--- src/sv/qfs_pkg.sv ---
`timescale 1ns / 1ps

package qfs_pkg;

  // alphabet and table geometry
  localparam int unsigned ALPHABET_SIZE = 26;
  localparam int unsigned TABLE_ENTRIES = 456976;
  localparam int unsigned SQ_SIZE       = ALPHABET_SIZE * ALPHABET_SIZE;
  localparam int unsigned CUBE_SIZE     = SQ_SIZE * ALPHABET_SIZE;

  // field widths
  localparam int unsigned LETTER_W = 5;
  localparam int unsigned INDEX_W  = 19;
  localparam int unsigned SCORE_W  = 16;
  localparam int unsigned ACC_W    = 32;

  // internal widths
  localparam int unsigned SYM_W  = $clog2(ALPHABET_SIZE);
  localparam int unsigned WIN_W  = $clog2(CUBE_SIZE * ALPHABET_SIZE);
  localparam int unsigned ADDR_W = $clog2(TABLE_ENTRIES);

  // stream packing
  localparam int unsigned IN_TDATA_W  = 40;
  localparam int unsigned OUT_TDATA_W = 32;

  // queue between front and back
  localparam int unsigned QUEUE_DEPTH = 4;
  localparam int unsigned QPTR_W      = $clog2(QUEUE_DEPTH);
  localparam int unsigned QCNT_W      = $clog2(QUEUE_DEPTH + 1);

  // tuser code for the input item kind
  localparam logic MODE_TEXT = 1'b1;

  // floor score after reset, -25.0 in Q7.8
  localparam logic signed [SCORE_W-1:0] FLOOR_RESET = -16'sd6400;

  typedef enum logic {
    REQ_WRITE,
    REQ_LOOKUP
  } req_kind_e;

  // one request handed from front to back
  typedef struct packed {
    req_kind_e                  kind;
    logic [ADDR_W-1:0]          addr;
    logic signed [SCORE_W-1:0]  value;
    logic                       score;
    logic                       last;
    logic                       floor_only;
  } qfs_req_t;

  // one table word: score plus written mark
  typedef struct packed {
    logic signed [SCORE_W-1:0]  score;
    logic                       valid;
  } table_word_t;

endpackage

--- src/sv/qfs_front.sv ---
`timescale 1ns / 1ps

module qfs_front (
  input  logic                           clk_i,
  input  logic                           rst_ni,
  input  logic                           s_axis_tvalid,
  output logic                           s_axis_tready,
  input  logic [qfs_pkg::IN_TDATA_W-1:0] s_axis_tdata,
  input  logic [0:0]                     s_axis_tuser,
  input  logic                           s_axis_tlast,
  input  logic                           busy_i,
  output logic                           push_valid_o,
  input  logic                           push_ready_i,
  output qfs_pkg::qfs_req_t              push_req_o
);
  import qfs_pkg::*;

  logic [LETTER_W-1:0]       letter;
  logic [INDEX_W-1:0]        table_index;
  logic signed [SCORE_W-1:0] table_value;
  logic                      is_text;
  logic                      accept;
  logic                      window_full;
  logic [SYM_W-1:0]          sym;
  logic [WIN_W-1:0]          window;
  logic                      window_in_range;
  logic                      index_in_range;

  // last three letters of the current text, oldest first
  logic [SYM_W-1:0] l1_q, l1_d, l2_q, l2_d, l3_q, l3_d;
  logic [1:0]       seen_q, seen_d;

  assign letter      = s_axis_tdata[LETTER_W-1:0];
  assign table_index = s_axis_tdata[LETTER_W+INDEX_W-1:LETTER_W];
  assign table_value = $signed(s_axis_tdata[LETTER_W+INDEX_W+SCORE_W-1:LETTER_W+INDEX_W]);
  assign is_text     = (s_axis_tuser[0] == MODE_TEXT);

  assign s_axis_tready = push_ready_i && !busy_i;
  assign accept        = s_axis_tvalid && s_axis_tready;
  assign window_full   = (seen_q == 2'd3);

  // clamp letters beyond the alphabet
  always_comb begin
    if (32'(letter) >= ALPHABET_SIZE) begin
      sym = SYM_W'(ALPHABET_SIZE - 1);
    end else begin
      sym = SYM_W'(letter);
    end
  end

  // base-26 window index, first letter most significant
  assign window = WIN_W'(l1_q) * WIN_W'(CUBE_SIZE) + WIN_W'(l2_q) * WIN_W'(SQ_SIZE)
                + WIN_W'(l3_q) * WIN_W'(ALPHABET_SIZE) + WIN_W'(sym);
  assign window_in_range = (32'(window) < TABLE_ENTRIES);
  assign index_in_range  = (32'(table_index) < TABLE_ENTRIES);

  // only table writes in range and letters that score or close a text go on
  always_comb begin
    push_req_o = '0;
    if (is_text) begin
      push_req_o.kind       = REQ_LOOKUP;
      push_req_o.addr       = ADDR_W'(window);
      push_req_o.score      = window_full;
      push_req_o.last       = s_axis_tlast;
      push_req_o.floor_only = !window_in_range;
      push_valid_o          = accept && (window_full || s_axis_tlast);
    end else begin
      push_req_o.kind  = REQ_WRITE;
      push_req_o.addr  = ADDR_W'(table_index);
      push_req_o.value = table_value;
      push_valid_o     = accept && index_in_range;
    end
  end

  always_comb begin
    l1_d   = l1_q;
    l2_d   = l2_q;
    l3_d   = l3_q;
    seen_d = seen_q;
    if (accept && is_text) begin
      if (s_axis_tlast) begin
        l1_d   = '0;
        l2_d   = '0;
        l3_d   = '0;
        seen_d = '0;
      end else begin
        l1_d = l2_q;
        l2_d = l3_q;
        l3_d = sym;
        if (!window_full) begin
          seen_d = seen_q + 2'd1;
        end
      end
    end
  end

  always_ff @(posedge clk_i or negedge rst_ni) begin
    if (!rst_ni) begin
      l1_q   <= '0;
      l2_q   <= '0;
      l3_q   <= '0;
      seen_q <= '0;
    end else begin
      l1_q   <= l1_d;
      l2_q   <= l2_d;
      l3_q   <= l3_d;
      seen_q <= seen_d;
    end
  end

endmodule

--- config.mk ---
export PLATFORM = sky130hd
export DESIGN_NAME = qfs_front
export DESIGN_NICKNAME = d
export VERILOG_FILES = /design/src/sv/qfs_pkg.sv /design/src/sv/qfs_front.sv
export SDC_FILE = /design/constraint.sdc
export NUM_CORES = 1
export LEC_CHECK = 0
export BUFFER_PORTS_ARGS = -buffer_cell sky130_fd_sc_hd__buf_2
export CORE_MARGIN = 4
export CORE_UTILIZATION = 50
export DETAILED_ROUTE_END_ITERATION = 6
export HOLD_SLACK_MARGIN = 0.06
export PLACE_DENSITY_LB_ADDON = 0.05
export SLEW_MARGIN = 20
export SYNTH_ARGS = -nofsm -noshare
export SYNTH_HDL_FRONTEND = slang
export SYNTH_SLANG_ARGS = --single-unit
--- constraint.sdc ---
create_clock -name clk_i -period 11.7 [get_ports clk_i]
set_input_delay 1.17 -clock clk_i [delete_from_list [all_inputs] [get_ports clk_i]]
set_output_delay 1.17 -clock clk_i [all_outputs]
set_load 0.02 [all_outputs]
==> reports/results.ini <==
[status]
status=finished clean

[synthesis]
yosys_warnings=0
synth_compound_area_share_pct=19.1
synthAdderAreaFrac_pct=35.9
ys_ff_latch=17
syn-cell-area_um2=3690
synth_top_area_share_pct=26.1
synthArstFlopShare_pct=100
ys_seq_area_share_pct=11.5
ys.flop_type=dfrtp_1
synthCells=436
synthSimpleGateAreaFrac_pct=17.4
synth_cell_types=51
synth-edff-count=0
synth_top_family_by_area=adder cells
synth_top_area_cell=ha_1
synth_area_per_cell_um2=8.45
syn_nets=578
yosys-top-cells-area=ha_1 26%, dfrtp_1 12%, fa_1 9.8%
synth-xor-area-share_pct=7.84
synth_mux_area_share_pct=2.44

[clock_network]
cts_resized=0
cts_setup_buffers=0
path_clk_slew_ns=0.07
cts_buffers=3
cts_sinks=17
clk_latency_ns=0.25
clk_path_buf_depth=2
hold_buffers=0
root_buffer=clkbuf_8
htree_levels=1
cts_tree=yes

[flow_run]
maxCapViolCount=0

[place]
portBuffers=87
gp_congestion=0.830
dp_hpwl_um=7260
placed_area_um2=4190

[finish]
area_growth_syn_to_layout_pct=15.1
fin_nets=657
drive_above_1_share_pct=22.4
multi_input_area_um2=3050
stdcell_area_um2=4240
seq_area_um2=425
antenna-diode-count=0
fillers=696

[global_routing]
grt_max_degree=39
grt_usage_pct=19.3
gr-total-overflow=0
grt_pass1_vias=3173
grt_first_pass_wirelength_um=14000
antenna_found_initial=0

[power]
leakagePower_uw=0.00238
ir_drop_v=0.0000936
power.total_uw=504
p_per_area_nw_per_um2=119

[setup_path]
crit_family=adder cells
crit_chain=ha_1, fa_1, ha_1, a21o_1, a21oi_1, o21bai_1, a21oi_1, xnor2_1, fa_1, ha_1, ha_1, o21ai_2, a21oi_1, o211ai_2, a31o_2, a2111oi_2, nand4bb_1, a2111oi_2, buf_2
worstPathMaxFanout=4
ff2ff_setup_slack_ns=10.55
crit_buf_inv=1
critical_path.slowest_cell=fa_1
cp.depth=19
critical_path_class=reg -> out
max_stage_delay_ns=0.48
arrival_ns=5.50
cp_common_cell=ha_1
cp-start-kind=flip-flop
ff2ff_path_depth=4
cp-end-kind=primary output
crit_required_ns=10.53

[floorplanning]
rows=31
die_w_um=93.9
die_h_um=93.9
initial_utilization_pct=51.1
die_area_um2=8810
core_um2=7210
io_pins=88

[sta]
drv_slew=0
setup_viol=0
period_share_pct=57.0
fin_setup_tns_ns=0
rsz0062_at_grt=no
finalCriticalPeriod_ns=6.67
relSlewSlack_pct=56.9
tightest_slew_ns=0.646
fmaxAchievable_ghz=0.150
whs_ns=0.536
fin_worst_skew_ns=0.00174
finalHoldViolCount=0

[drt]
drtIter0Drc=59
vias=3273
antenna_left=0
dr.pass1.iters=5
drc=0
viasPerCell=5.34
wl_per_cell_um=13.5
wl_um=8300

[hold_path]
whs_path_depth=2
min_path_type=reg -> reg

-- state kept, by name (all words and copies together), names as in the netlist --
name / flops
seen_q: 2
l3_q: 5
l2_q: 5
l1_q: 5
-- power breakdown --
part,switching [uW],total (uW),internal (uW)
logic,219,379,160
clock network,20.7,44.3,23.6
registers,13.6,80.8,67.2
-- synth_stat cells, types with 2 or more instances --
cell	count
clkbuf_1	11
o21a_1	2
inv_1	42
o21bai_1	5
and2_1	4
nand3_1	5
ha_1	77
xor2_1	12
nor2_1	23
fa_1	18
nor4_1	2
a2111oi_2	2
a21oi_1	20
mux2_2	8
o2bb2ai_1	3
o21ai_0	26
o31ai_1	6
nor2b_1	19
a22oi_1	2
nor3_1	8
nand2b_1	10
nand2_1	43
a21o_1	7
or2_2	4
o2111ai_1	2
a211oi_1	4
o211a_1	3
and3_1	2
xnor2_1	21
dfrtp_1	17
a31oi_1	8
-- through the flow --
stage | std cells | utilization (%) | worst slack, ns
finish | 613 | 58.8 | 5.03
detailed placement | 609 | 58.1 | 5.28
global placement | 609 | 58.1 | 5.36
CTS | 613 | 58.7 | 5.00
floorplan | 436 | - | 5.52
global route | 613 | 58.8 | 4.62
-- routing by layer --
layer / up-vias / GRT usage (%) / part of all wire (%)
li1: 1686 / - / -
met5: - / 0 / 0
met1: 1495 / 24.2 / 44
met3: 10 / 1.60 / 3.7
met2: 82 / 36.0 / 50
met4: 0 / 3.97 / 1.9
-- cells in the final DEF, fill, tap and decap left out, types with 3 or more instances in the layout --
| cell type | n |
|---|---|
| buf_2 | 87 |
| o21bai_1 | 5 |
| and2_1 | 4 |
| a21oi_1 | 20 |
| nand2_1 | 43 |
| or2_2 | 4 |
| a31oi_1 | 8 |
| nand3_1 | 4 |
| o31ai_1 | 6 |
| nor2_1 | 23 |
| nand2b_1 | 10 |
| nor2b_1 | 19 |
| xor2_1 | 12 |
| inv_1 | 42 |
| a21o_1 | 7 |
| xnor2_1 | 21 |
| mux2_2 | 8 |
| o21ai_0 | 26 |
| dfrtp_1 | 17 |
| a211oi_1 | 4 |
| ha_1 | 77 |
| nor3_1 | 8 |
| clkbuf_8 | 3 |
| o211a_1 | 3 |
| fa_1 | 18 |
| o2bb2ai_1 | 3 |
-- worst register-to-register path: stages (launching register included) --
cell     delay, ns
dfrtp_1       0.41
ha_1          0.28
nor3_1        0.19
a21oi_1       0.06
o21ai_0       0.14
-- area by class of cell --
class,instances,share of cell area (%)
clock buffers,3,0.973
clock inverters,1,0.118
inverters,42,3.72
multi-input cells,364,72.0
flip-flops and latches,17,10.0
well taps,99,2.92
repair buffers,87,10.3
-- logic make-up (layout without fill, tap and decap cells) --
family | Yosys count | count (layout)
muxes | 8 | 8
buffers and inverters | 55 | 133
xor gates and xnor gates | 33 | 33
adders and majority gates | 95 | 95
AOI/OAI and AO/OA | 101 | 101
DFF | 17 | 17
and+or+nand+nor | 127 | 127
-- path summary, 6_finish.rpt --
path | to | start
max in group asynchronous | l3_q[0] | rst_ni
setup / recovery | push_req_o[0] | l3_q[1]
setup reg to reg | seen_q[0] | seen_q[0]
min in group asynchronous | l1_q[3] | rst_ni
hold reg to reg | seen_q[1] | seen_q[1]
hold / removal | seen_q[1] | seen_q[1]
No activity file was read; power rests on OpenSTA's default activity.
