## src/sv/qfs_pkg.sv

```systemverilog
`timescale 1ns / 1ps

package qfs_pkg;

  // alphabet and table geometry
  localparam int unsigned ALPHABET_SIZE = 26;
  localparam int unsigned TABLE_ENTRIES = 456976;
  localparam int unsigned SQ_SIZE       = ALPHABET_SIZE * ALPHABET_SIZE;
  localparam int unsigned CUBE_SIZE     = SQ_SIZE * ALPHABET_SIZE;

  // field widths
  localparam int unsigned LETTER_W = 5;
  localparam int unsigned INDEX_W  = 19;
  localparam int unsigned SCORE_W  = 16;
  localparam int unsigned ACC_W    = 32;

  // internal widths
  localparam int unsigned SYM_W  = $clog2(ALPHABET_SIZE);
  localparam int unsigned WIN_W  = $clog2(CUBE_SIZE * ALPHABET_SIZE);
  localparam int unsigned ADDR_W = $clog2(TABLE_ENTRIES);

  // stream packing
  localparam int unsigned IN_TDATA_W  = 40;
  localparam int unsigned OUT_TDATA_W = 32;

  // queue between front and back
  localparam int unsigned QUEUE_DEPTH = 4;
  localparam int unsigned QPTR_W      = $clog2(QUEUE_DEPTH);
  localparam int unsigned QCNT_W      = $clog2(QUEUE_DEPTH + 1);

  // tuser code for the input item kind
  localparam logic MODE_TEXT = 1'b1;

  // floor score after reset, -25.0 in Q7.8
  localparam logic signed [SCORE_W-1:0] FLOOR_RESET = -16'sd6400;

  typedef enum logic {
    REQ_WRITE,
    REQ_LOOKUP
  } req_kind_e;

  // one request handed from front to back
  typedef struct packed {
    req_kind_e                  kind;
    logic [ADDR_W-1:0]          addr;
    logic signed [SCORE_W-1:0]  value;
    logic                       score;
    logic                       last;
    logic                       floor_only;
  } qfs_req_t;

  // one table word: score plus written mark
  typedef struct packed {
    logic signed [SCORE_W-1:0]  score;
    logic                       valid;
  } table_word_t;

endpackage

```

## src/sv/qfs_queue.sv

```systemverilog
`timescale 1ns / 1ps

module qfs_queue (
  input  logic              clk_i,
  input  logic              rst_ni,
  input  logic              push_valid_i,
  output logic              push_ready_o,
  input  qfs_pkg::qfs_req_t push_req_i,
  output logic              pop_valid_o,
  input  logic              pop_ready_i,
  output qfs_pkg::qfs_req_t pop_req_o
);
  import qfs_pkg::*;

  qfs_req_t          slot_q [QUEUE_DEPTH];
  logic [QPTR_W-1:0] wr_ptr_q, wr_ptr_d, rd_ptr_q, rd_ptr_d;
  logic [QCNT_W-1:0] count_q, count_d;
  logic              push, pop;

  assign push_ready_o = (32'(count_q) < QUEUE_DEPTH);
  assign pop_valid_o  = (count_q != '0);
  assign pop_req_o    = slot_q[rd_ptr_q];
  assign push         = push_valid_i && push_ready_o;
  assign pop          = pop_valid_o && pop_ready_i;

  always_comb begin
    wr_ptr_d = wr_ptr_q;
    rd_ptr_d = rd_ptr_q;
    count_d  = count_q;
    if (push) begin
      wr_ptr_d = (32'(wr_ptr_q) == QUEUE_DEPTH - 1) ? '0 : wr_ptr_q + QPTR_W'(1);
    end
    if (pop) begin
      rd_ptr_d = (32'(rd_ptr_q) == QUEUE_DEPTH - 1) ? '0 : rd_ptr_q + QPTR_W'(1);
    end
    if (push && !pop) begin
      count_d = count_q + QCNT_W'(1);
    end else if (pop && !push) begin
      count_d = count_q - QCNT_W'(1);
    end
  end

  always_ff @(posedge clk_i or negedge rst_ni) begin
    if (!rst_ni) begin
      wr_ptr_q <= '0;
      rd_ptr_q <= '0;
      count_q  <= '0;
    end else begin
      wr_ptr_q <= wr_ptr_d;
      rd_ptr_q <= rd_ptr_d;
      count_q  <= count_d;
    end
  end

  always_ff @(posedge clk_i) begin
    if (push) begin
      slot_q[wr_ptr_q] <= push_req_i;
    end
  end

endmodule

```

## config.mk

```make
export PLATFORM = sky130hd
export DESIGN_NAME = qfs_queue
export DESIGN_NICKNAME = d
export VERILOG_FILES = /design/src/sv/qfs_pkg.sv /design/src/sv/qfs_queue.sv
export SDC_FILE = /design/constraint.sdc
export NUM_CORES = 1
export LEC_CHECK = 0
export BUFFER_PORTS_ARGS = -buffer_cell sky130_fd_sc_hd__buf_2
export CAP_MARGIN = 10
export CORE_AREA = 5 5 130 95
export DETAILED_ROUTE_END_ITERATION = 8
export DIE_AREA = 0 0 135 100
export PLACE_DENSITY = 0.74
export SLEW_MARGIN = 10
export SYNTH_ARGS = -nofsm -noshare
export SYNTH_HDL_FRONTEND = slang
export SYNTH_SLANG_ARGS = --single-unit
```

## constraint.sdc

```tcl
create_clock -name clk_i -period 2.7 [get_ports clk_i]
set_clock_uncertainty 0.05 [all_clocks]
set_input_delay 0.27 -clock clk_i [delete_from_list [all_inputs] [get_ports clk_i]]
set_output_delay 0.27 -clock clk_i [all_outputs]
set_load 0.05 [all_outputs]
```

==> results of run 1 <==
==> layer usage <==
layer	vias up	share of wire [%]	routed length, um
met5	-	0.21	22
met4	4	1.2	125
met3	17	7.2	768
met2	94	49	5194
met1	1408	42	4488
li1	1238	-	-
==> through the flow <==
| stage | total power (uW) | area (um^2) | worst slack [ps] | util, % |
|---|---|---|---|---|
| after CTS | 9049 | 7351 | 216.1 | 67.75 |
| after global routing | 9315 | 7351 | 139.7 | 67.75 |
| after floorplan | 6034 | 6105 | 568.3 | - |
| after detailed placement | 6702 | 6736 | 597.9 | 62.08 |
| final | 8936 | 7351 | 263.6 | 67.75 |
| after global placement | 6652 | 6736 | 659.4 | 62.08 |
==> cells in the mapped netlist (2+ instances only) <==
library cell  count
inv_1             4
buf_2             4
xnor2_1           2
dfrtp_1           7
edfxtp_1        156
nand2_1           2
ha_1              6
buf_12            4
o21ai_0           2
and2_1            4
mux4_2           38
mux2_2            3
nor2_1            3
==> worst max path at each step <==
stage                     slack, ps           end  cells past startpoint         from
final                           260  pop_req_o[4]                      3  rd_ptr_q[0]
after global routing            140  pop_req_o[4]                      3  rd_ptr_q[0]
after CTS                       220  pop_req_o[4]                      3  rd_ptr_q[0]
after detailed placement        600    count_q[2]                      8   count_q[0]
after global placement          660    count_q[2]                      8   count_q[0]
after floorplan                 570  slot_q[3][0]                      3   count_q[2]
==> report_power, final <==
group	total [uW]	internal [uW]	switching [uW]
Sequential	3380	3170	212
Combinational	3240	1060	2180
Clock	2320	1370	950
Total	8940	5590	3340
==> sequential cells by signal, summed over array words and instances (netlist names) <==
name      cells
slot_q      156
count_q       3
rd_ptr_q      2
wr_ptr_q      2
==> repair_timing <==
action	CTS	global route
buffers inserted	0	0
endpoints found under the hold margin	12	0
hold buffers	3	0
==> cell families after synthesis <==
group           share of synthesized area [%]
xor+xnor                               0.4305
mux                                     15.00
fa+ha+maj                               1.558
simple gates                            1.107
compound gates                         0.1640
flops                                   79.61
buf+inv                                 2.132
==> cell type report <==
cell class                      count  area [um^2]
Multi-Input combinational cell     66         1120
Timing Repair Buffer               97        578.1
Tap cell                          153        191.4
Clock inverter                     15        158.9
Clock buffer                       17        425.4
Inverter                            4        15.01
Fill cell                         684         3500
Sequential cell                   163         4862
==> impl_metrics.ini, run 1 <==
[worst_setup_path]
r2r_cells = 8
crit_buf_inv = 2
cp_slowest_cell = dfrtp_2
critical_path_class = register to output pin
crit_family = buffers and inverters
start_kind = register
critPathCaptureType = output pin
crit_chain = buf_4 > mux4_2 > buf_2
r2r-start = count_q[0]
cp.arrival_ps = 2120
path_max_fanout = 13
r2r_setup_slack_ps = 590
r2r_end = count_q[2]
crit_required_ps = 2380
max_stage_delay_ps = 560

[sta]
timing.setup.tns_ps = 0
fmax_mhz = 410.4
drv_slew = 0
fin_crit_sh_pct = 90.24
fin_hold_ws_ps = 18.34
worst-slew-pin-transition_ps = 555.9
relSlewSlack_pct = 62.94
rsz0062_at_grt = false
hold_violations = 0
fin_crit_ps = 2436
finalSetupViolCount = 0

[floorplanning]
core_um2 = 10850
io_pins = 84
dieArea_um2 = 13500
core.rowCount = 32
die_x_um = 135
fp.dieH_um = 100
initial_core_util_pct = 56.26

[yosys]
yosys.area.top_type_share_pct = 76.74
synth_cells = 243
synthesis.nets = 293
yosysTopAreaCell = edfxtp_1
syn_area_um2 = 6105
ys_types = 21
synthTopCellsByArea = edfxtp_1 (77%), mux4_2 (14%), dfrtp_1 (2.9%), buf_12 (1.3%), ha_1 (1.2%)
ys_seq_area_share_pct = 79.61
ys_async_sr_fraction_pct = 4.294
synth_edf_count = 156
ys.flop_type = edfxtp_1
synth_warnings = 0
synth.avg_cell_area_um2 = 25.12
ys_ff_latch = 163

[route]
via_count = 2761
drt_first_pass_iters = 4
viasPerCell = 5.361
dr.first_iter.drc_count = 169
wl_per_cell_um = 20.58
wirelength_um = 10600
drc = 0
drtAntennaViolNets = 0

[global_route]
grtUsageTotal_pct = 16.82
gr-max-usage-layer = met2
antenna_found_initial = 2
grt_max_degree = 29
overflow = 0
met2_usage_pct = 26.35
grt_pass1_vias = 2941
global_route.usage.met1_pct = 22.47
met3_usage_pct = 5.461
grt_pass1_wl_um = 16500

[hold_path]
min_from = push_req_i[16]
hold_path_class = input pin to register
min_to = slot_q[0][16]
hold_depth = 1

[clocking]
clock_latency_ps = 410
cts_root_buf = clkbuf_16
clock_path_buffers = 2
htreeDepth = 4
cts_sinks = 163
cts_resized = 0
cts_tree = done
clk_pin_slew_ps = 70
numCtsBuffers = 17

[placement]
dp_hpwl_um = 6646
dp_cells = 480
io_buffer_count = 83
place_congestion = 0.7078

[status]
status = finished clean

[layout]
final_common_cell = edfxtp_1
final_layout_size_suffix_gt1_share_pct = 47.79
area_growth_pct = 20.41
final_nets = 399
final_cell_mix = edfxtp_1 (156), buf_2 (83), mux4_2 (38)
final_cells = 515
n_antenna_cell = 0

[power_and_ir_drop]
ir_worst_vdd_mv = 0.7919
cellLeakagePower_uw = 0.002549
power_density_nw_per_um2 = 1216

[run]
maxCapViolCount = 0
Note: power is estimated with default switching activity, not from simulation.
==> run 2, diff against run 1 <==
- CORE_AREA: 5 5 130 95 -> 2 2 134 97
- DIE_AREA: 0 0 135 100 -> 0 0 136 99
- PLACE_DENSITY: 0.74 -> 0.7
- clock period: 2.7 -> 2.2 ns (I/O delays scaled with it)
==> run 2 against run 1 <==
Effect of this change:
- first-iteration DRC count grew 14%
- count of clock-buffer cells in the layout unchanged
- total power increased by 26%
- global-route usage increased by 0.76 points
- critical path depth unchanged
- largest power group is now combinational logic
==> impl_metrics.ini, run 2 (synthesis gave the netlist of run 1 again) <==
[floorplanning]
core_um2 = 12170
die_x_um = 136
dieArea_um2 = 13460
fp.dieH_um = 99
io_pins = 84
core.rowCount = 34
initial_core_util_pct = 50.17

[route]
drtAntennaViolNets = 0
wirelength_um = 10830
drc = 0
dr.first_iter.drc_count = 192
drt_first_pass_iters = 4
wl_per_cell_um = 19.23
via_count = 2908
viasPerCell = 5.165

[global_route]
overflow = 0
antenna_found_initial = 0
grt_pass1_wl_um = 17060
grt_max_degree = 24
grt_pass1_vias = 3208
grtUsageTotal_pct = 17.58

[clocking]
clock_path_buffers = 2
clock_latency_ps = 410
cts_sinks = 163
cts_root_buf = clkbuf_16
cts_tree = done
numCtsBuffers = 17
htreeDepth = 4
clk_pin_slew_ps = 60

[placement]
dp_hpwl_um = 6307
io_buffer_count = 83
dp_cells = 491
place_congestion = 0.6732

[worst_setup_path]
r2r_cells = 8
path_max_fanout = 23
start_kind = register
r2r-start = count_q[0]
cp.arrival_ps = 1850
critPathCaptureType = output pin
critical_path_class = register to output pin
r2r_end = count_q[2]
crit_required_ps = 1930
r2r_setup_slack_ps = 100

[hold_path]
min_from = pop_ready_i
hold_depth = 3
min_to = rd_ptr_q[1]
hold_path_class = input pin to register

[status]
status = finished clean

[layout]
reg_top3 = slot_q (156), count_q (3)
largest_register = slot_q
largest_reg_flops = 156
final_nets = 438
final_common_cell = edfxtp_1
area_growth_pct = 27.51
final_cells = 563
final_layout_size_suffix_gt1_share_pct = 44.39
n_antenna_cell = 0
final_cell_mix = edfxtp_1 (156), buf_2 (83), dlygate4sd3_1 (40)

[run]
maxCapViolCount = 0

[power_and_ir_drop]
power_density_nw_per_um2 = 1450
ir_worst_vdd_mv = 0.9703
cellLeakagePower_uw = 0.002744
p_total_uw = 11290

[sta]
hold_violations = 0
drv_slew = 0
worst-slew-pin-transition_ps = 376.3
timing.setup.tns_ps = 0
rsz0062_at_grt = false
fin_crit_ps = 2122
fin_crit_sh_pct = 96.46
finalSetupViolCount = 0
fmax_mhz = 471.2
relSlewSlack_pct = 74.91
## run 2: changes by cell type in the layout (fill, tap and decap cells not counted), sizes merged
cell / change
dlygate4sd3: +37
buf: +2
bufinv: +2
clkinvlp: -2
clkinv: -1
inv: +1
## run 2: metrics by stage
| stage | utilization [%] | hold WS, ps | instance area, um^2 | setup WS (ps) |
|---|---|---|---|---|
| floorplan | - | -125.6 | 6105 | 68.34 |
| global placement | 55.38 | 12.01 | 6738 | 177.5 |
| detailed placement | 55.38 | 19.77 | 6738 | 100.7 |
| CTS | 63.83 | 109.2 | 7766 | 58.86 |
| global route | 63.98 | 119.5 | 7784 | 3.794 |
| finish | 63.98 | 126.1 | 7784 | 77.78 |
## run 2: worst max-delay path, cell delays in order, from the launching register on
cell and delay, ps:
dfrtp_2 410, buf_12 220, mux4_2 550, buf_2 230
## run 2: worst max path at each step
stage                start  depth (start not counted)  slack, ps             to
2_1_floorplan   count_q[2]                          3         70   slot_q[3][0]
3_3_place_gp    count_q[0]                          8        180     count_q[2]
3_5_place_dp    count_q[0]                          8        100     count_q[2]
4_1_cts        rd_ptr_q[0]                          3         60  pop_req_o[18]
5_1_grt         count_q[0]                          8          4     count_q[2]
6_report       rd_ptr_q[0]                          3         80  pop_req_o[18]
## run 2: routing by layer
| layer | share of wire (%) | routed length, um | vias up | GRT usage [%] |
|---|---|---|---|---|
| li1 | - | - | 1313 | - |
| met1 | 44 | 4807 | 1506 | 22.46 |
| met2 | 49 | 5294 | 80 | 28.57 |
| met4 | 0.81 | 88 | 0 | 5.048 |
| met5 | 0 | 0 | - | 0 |
| met3 | 5.9 | 635 | 9 | 6.533 |
## run 2: final cells by class
cell class / count / area [um^2]
Sequential cell: 163 / 4862
Clock buffer: 17 / 425.4
Tap cell: 162 / 202.7
Timing Repair Buffer: 136 / 938.4
Inverter: 4 / 15.01
Clock inverter: 15 / 202.7
Multi-Input combinational cell: 66 / 1137
Fill cell: 856 / 4383
## run 2: power by group
group | internal, uW | switching [uW] | total, uW
combinational | 1360 | 2800 | 4170
sequential | 3890 | 142 | 4030
clock | 1910 | 1180 | 3090
## run 2: repair_timing
action	4_1_cts	5_1_grt
gates resized for setup	0	3
endpoints found under the setup margin	0	1
hold endpoints to repair	163	0
buffers inserted	0	0
hold buffers	40	0
==> run 3, diff against run 2 <==
==> constraint.sdc (replaced) <==
create_clock -name clk_i -period 1.9 [get_ports clk_i]
set_clock_uncertainty 0.05 [all_clocks]
set_input_delay 0 -clock clk_i [delete_from_list [all_inputs] [get_ports clk_i]]
set_output_delay 0 -clock clk_i [all_outputs]
set_load 0.05 [all_outputs]
==> run 3 against run 2 <==
Effect of this change:
- the run now ends with setup timing left
- die area stayed put
- combinational power is 42% higher
- register-to-register slack worse by 150 ps
- total power is 24% higher
- via count is 2.9% higher
==> impl_metrics.ini, run 3 (synthesis gave the netlist of run 1 again) <==
[layout]
final_layout_size_suffix_gt1_share_pct = 45.67
largest_register = slot_q
n_antenna_cell = 0
final_common_cell = edfxtp_1
largest_reg_flops = 156
final_cells = 578
design_area_um2 = 8223
area_growth_pct = 34.70
final_nets = 453
reg_top3 = slot_q (156), count_q (3)
final_cell_mix = edfxtp_1 (156), buf_2 (51), dlygate4sd3_1 (42)

[route]
dr.first_iter.drc_count = 187
via_count = 2991
wl_per_cell_um = 19.64
wl_met2_um = 5296
wl_met1_um = 5330
viasPerCell = 5.175
wirelength_um = 11350
top_layer_used = met4
drc = 0
drtAntennaViolNets = 0
drt_first_pass_iters = 4
route.met3.wl_um = 588

[power_and_ir_drop]
p_total_uw = 13960
cellLeakagePower_uw = 0.002910
power_density_nw_per_um2 = 1697
ir_worst_vdd_mv = 1.050

[worst_setup_path]
critPathCaptureType = register
start_kind = register
cp_slowest_cell = or3_4
critical_path_class = register to register
cp.arrival_ps = 2240
crit_required_ps = 2190
path_max_fanout = 2
crit_family = simple AND/OR/NAND/NOR gates
crit_buf_inv = 1
max_stage_delay_ps = 420
crit_cells = 8
crit_chain = or3_4 > nand2_4 > ha_4 > inv_2 > fa_2 > xor2_1 > nor2_1 > xnor2_1
r2r_cells = 8

[status]
violations = setup timing
status = finished with violations

[hold_path]
hold_path_class = input pin to register
hold_depth = 5

[global_route]
grt_pass1_vias = 3069
grt_pass1_wl_um = 16730
overflow = 0
antenna_found_initial = 0
grt_max_degree = 31
grtUsageTotal_pct = 17.45

[clocking]
clock_path_buffers = 2
clk_pin_slew_ps = 60
numCtsBuffers = 17
cts_tree = done
cts_sinks = 163
clock_latency_ps = 410
cts_root_buf = clkbuf_16
htreeDepth = 4

[sta]
hold_violations = 0
rsz0062_at_grt = true
fin_crit_ps = 1952
drv_slew = 0
fin_crit_sh_pct = 102.7
finalSetupViolCount = 12
worst-slew-pin-transition_ps = 383.8
relSlewSlack_pct = 74.33
fmax_mhz = 512.3
fin_ws_ps = -52.17

[floorplanning]
core_um2 = 12170
initial_core_util_pct = 50.17
dieArea_um2 = 13460
io_pins = 84
core.rowCount = 34
die_x_um = 136
fp.dieH_um = 99

[placement]
dp_cells = 493
placed_cell_area_um2 = 6848
io_buffer_count = 83
dp_hpwl_um = 6413
place_congestion = 0.7304

[run]
maxCapViolCount = 0
-- run 3: cell types whose count changed in the layout (fill, tap and decap cells not counted), sizes merged --
cell         before  now
buf              96  107
dlygate4sd3      40   42
clkinv            5    7
bufinv            4    3
inv               8    5
clkbuf           17   21
-- run 3: timing repair --
item / in CTS / in global routing
endpoints found under the setup margin: 35 / 41
gates resized for setup: 42 / 38
gates cloned: 0 / 3
pin swaps: 4 / 4
hold buffers: 42 / 0
buffers inserted: 3 / 5
endpoints found under the hold margin: 164 / 0
-- run 3: final cells by class --
type | count | area [um^2]
clock buffers | 19 | 432.9
fillers | 817 | 3944
flip-flops and latches | 163 | 4862
well taps | 162 | 202.7
repair buffers | 151 | 1411
multi-input cells | 66 | 1140
inverters | 4 | 15.01
clock inverters | 13 | 158.9
-- run 3: layer usage --
layer	global-route usage (%)	vias to the layer above
met3	4.630	11
met1	24.84	1545
met5	0	-
met2	26.21	89
met4	6.731	0
li1	-	1346
-- run 3: worst paths after layout --
path / start / to / slack (ps)
worst max-delay path: count_q[2] / count_q[2] / -50
min in group asynchronous: rst_ni / rd_ptr_q[1] / 510
max in group asynchronous: rst_ni / rd_ptr_q[0] / 990
worst max register to register: count_q[2] / count_q[2] / -50
worst min register to register: count_q[0] / count_q[0] / 540
worst min-delay path: push_valid_i / wr_ptr_q[1] / 150
-- run 3: worst register-to-register path: stages, from the launching register on --
cell and delay (ps):
dfrtp_1 390, or3_4 420, nand2_4 80, ha_4 130, inv_2 40, fa_2 340
xor2_1 150, nor2_1 140, xnor2_1 130
-- run 3: power breakdown --
| part | leakage, uW | switching [uW] | internal, uW |
|---|---|---|---|
| clock network | 0.000285 | 1310 | 2060 |
| logic | 0.00113 | 3470 | 2440 |
| registers | 0.00150 | 172 | 4510 |
-- run 3: through the flow --
stage	hold WS, ps	setup WS, ps	util, %	TNS, ps
CTS	130.5	-46.75	65.85	-237.5
finish	153.0	-52.17	67.59	-263.7
floorplan	-345.6	-108.7	-	-205.7
global route	153.5	-115.1	67.59	-1766
detailed placement	-197.4	-70.60	56.28	-128.0
global placement	-204.5	20.67	56.28	0
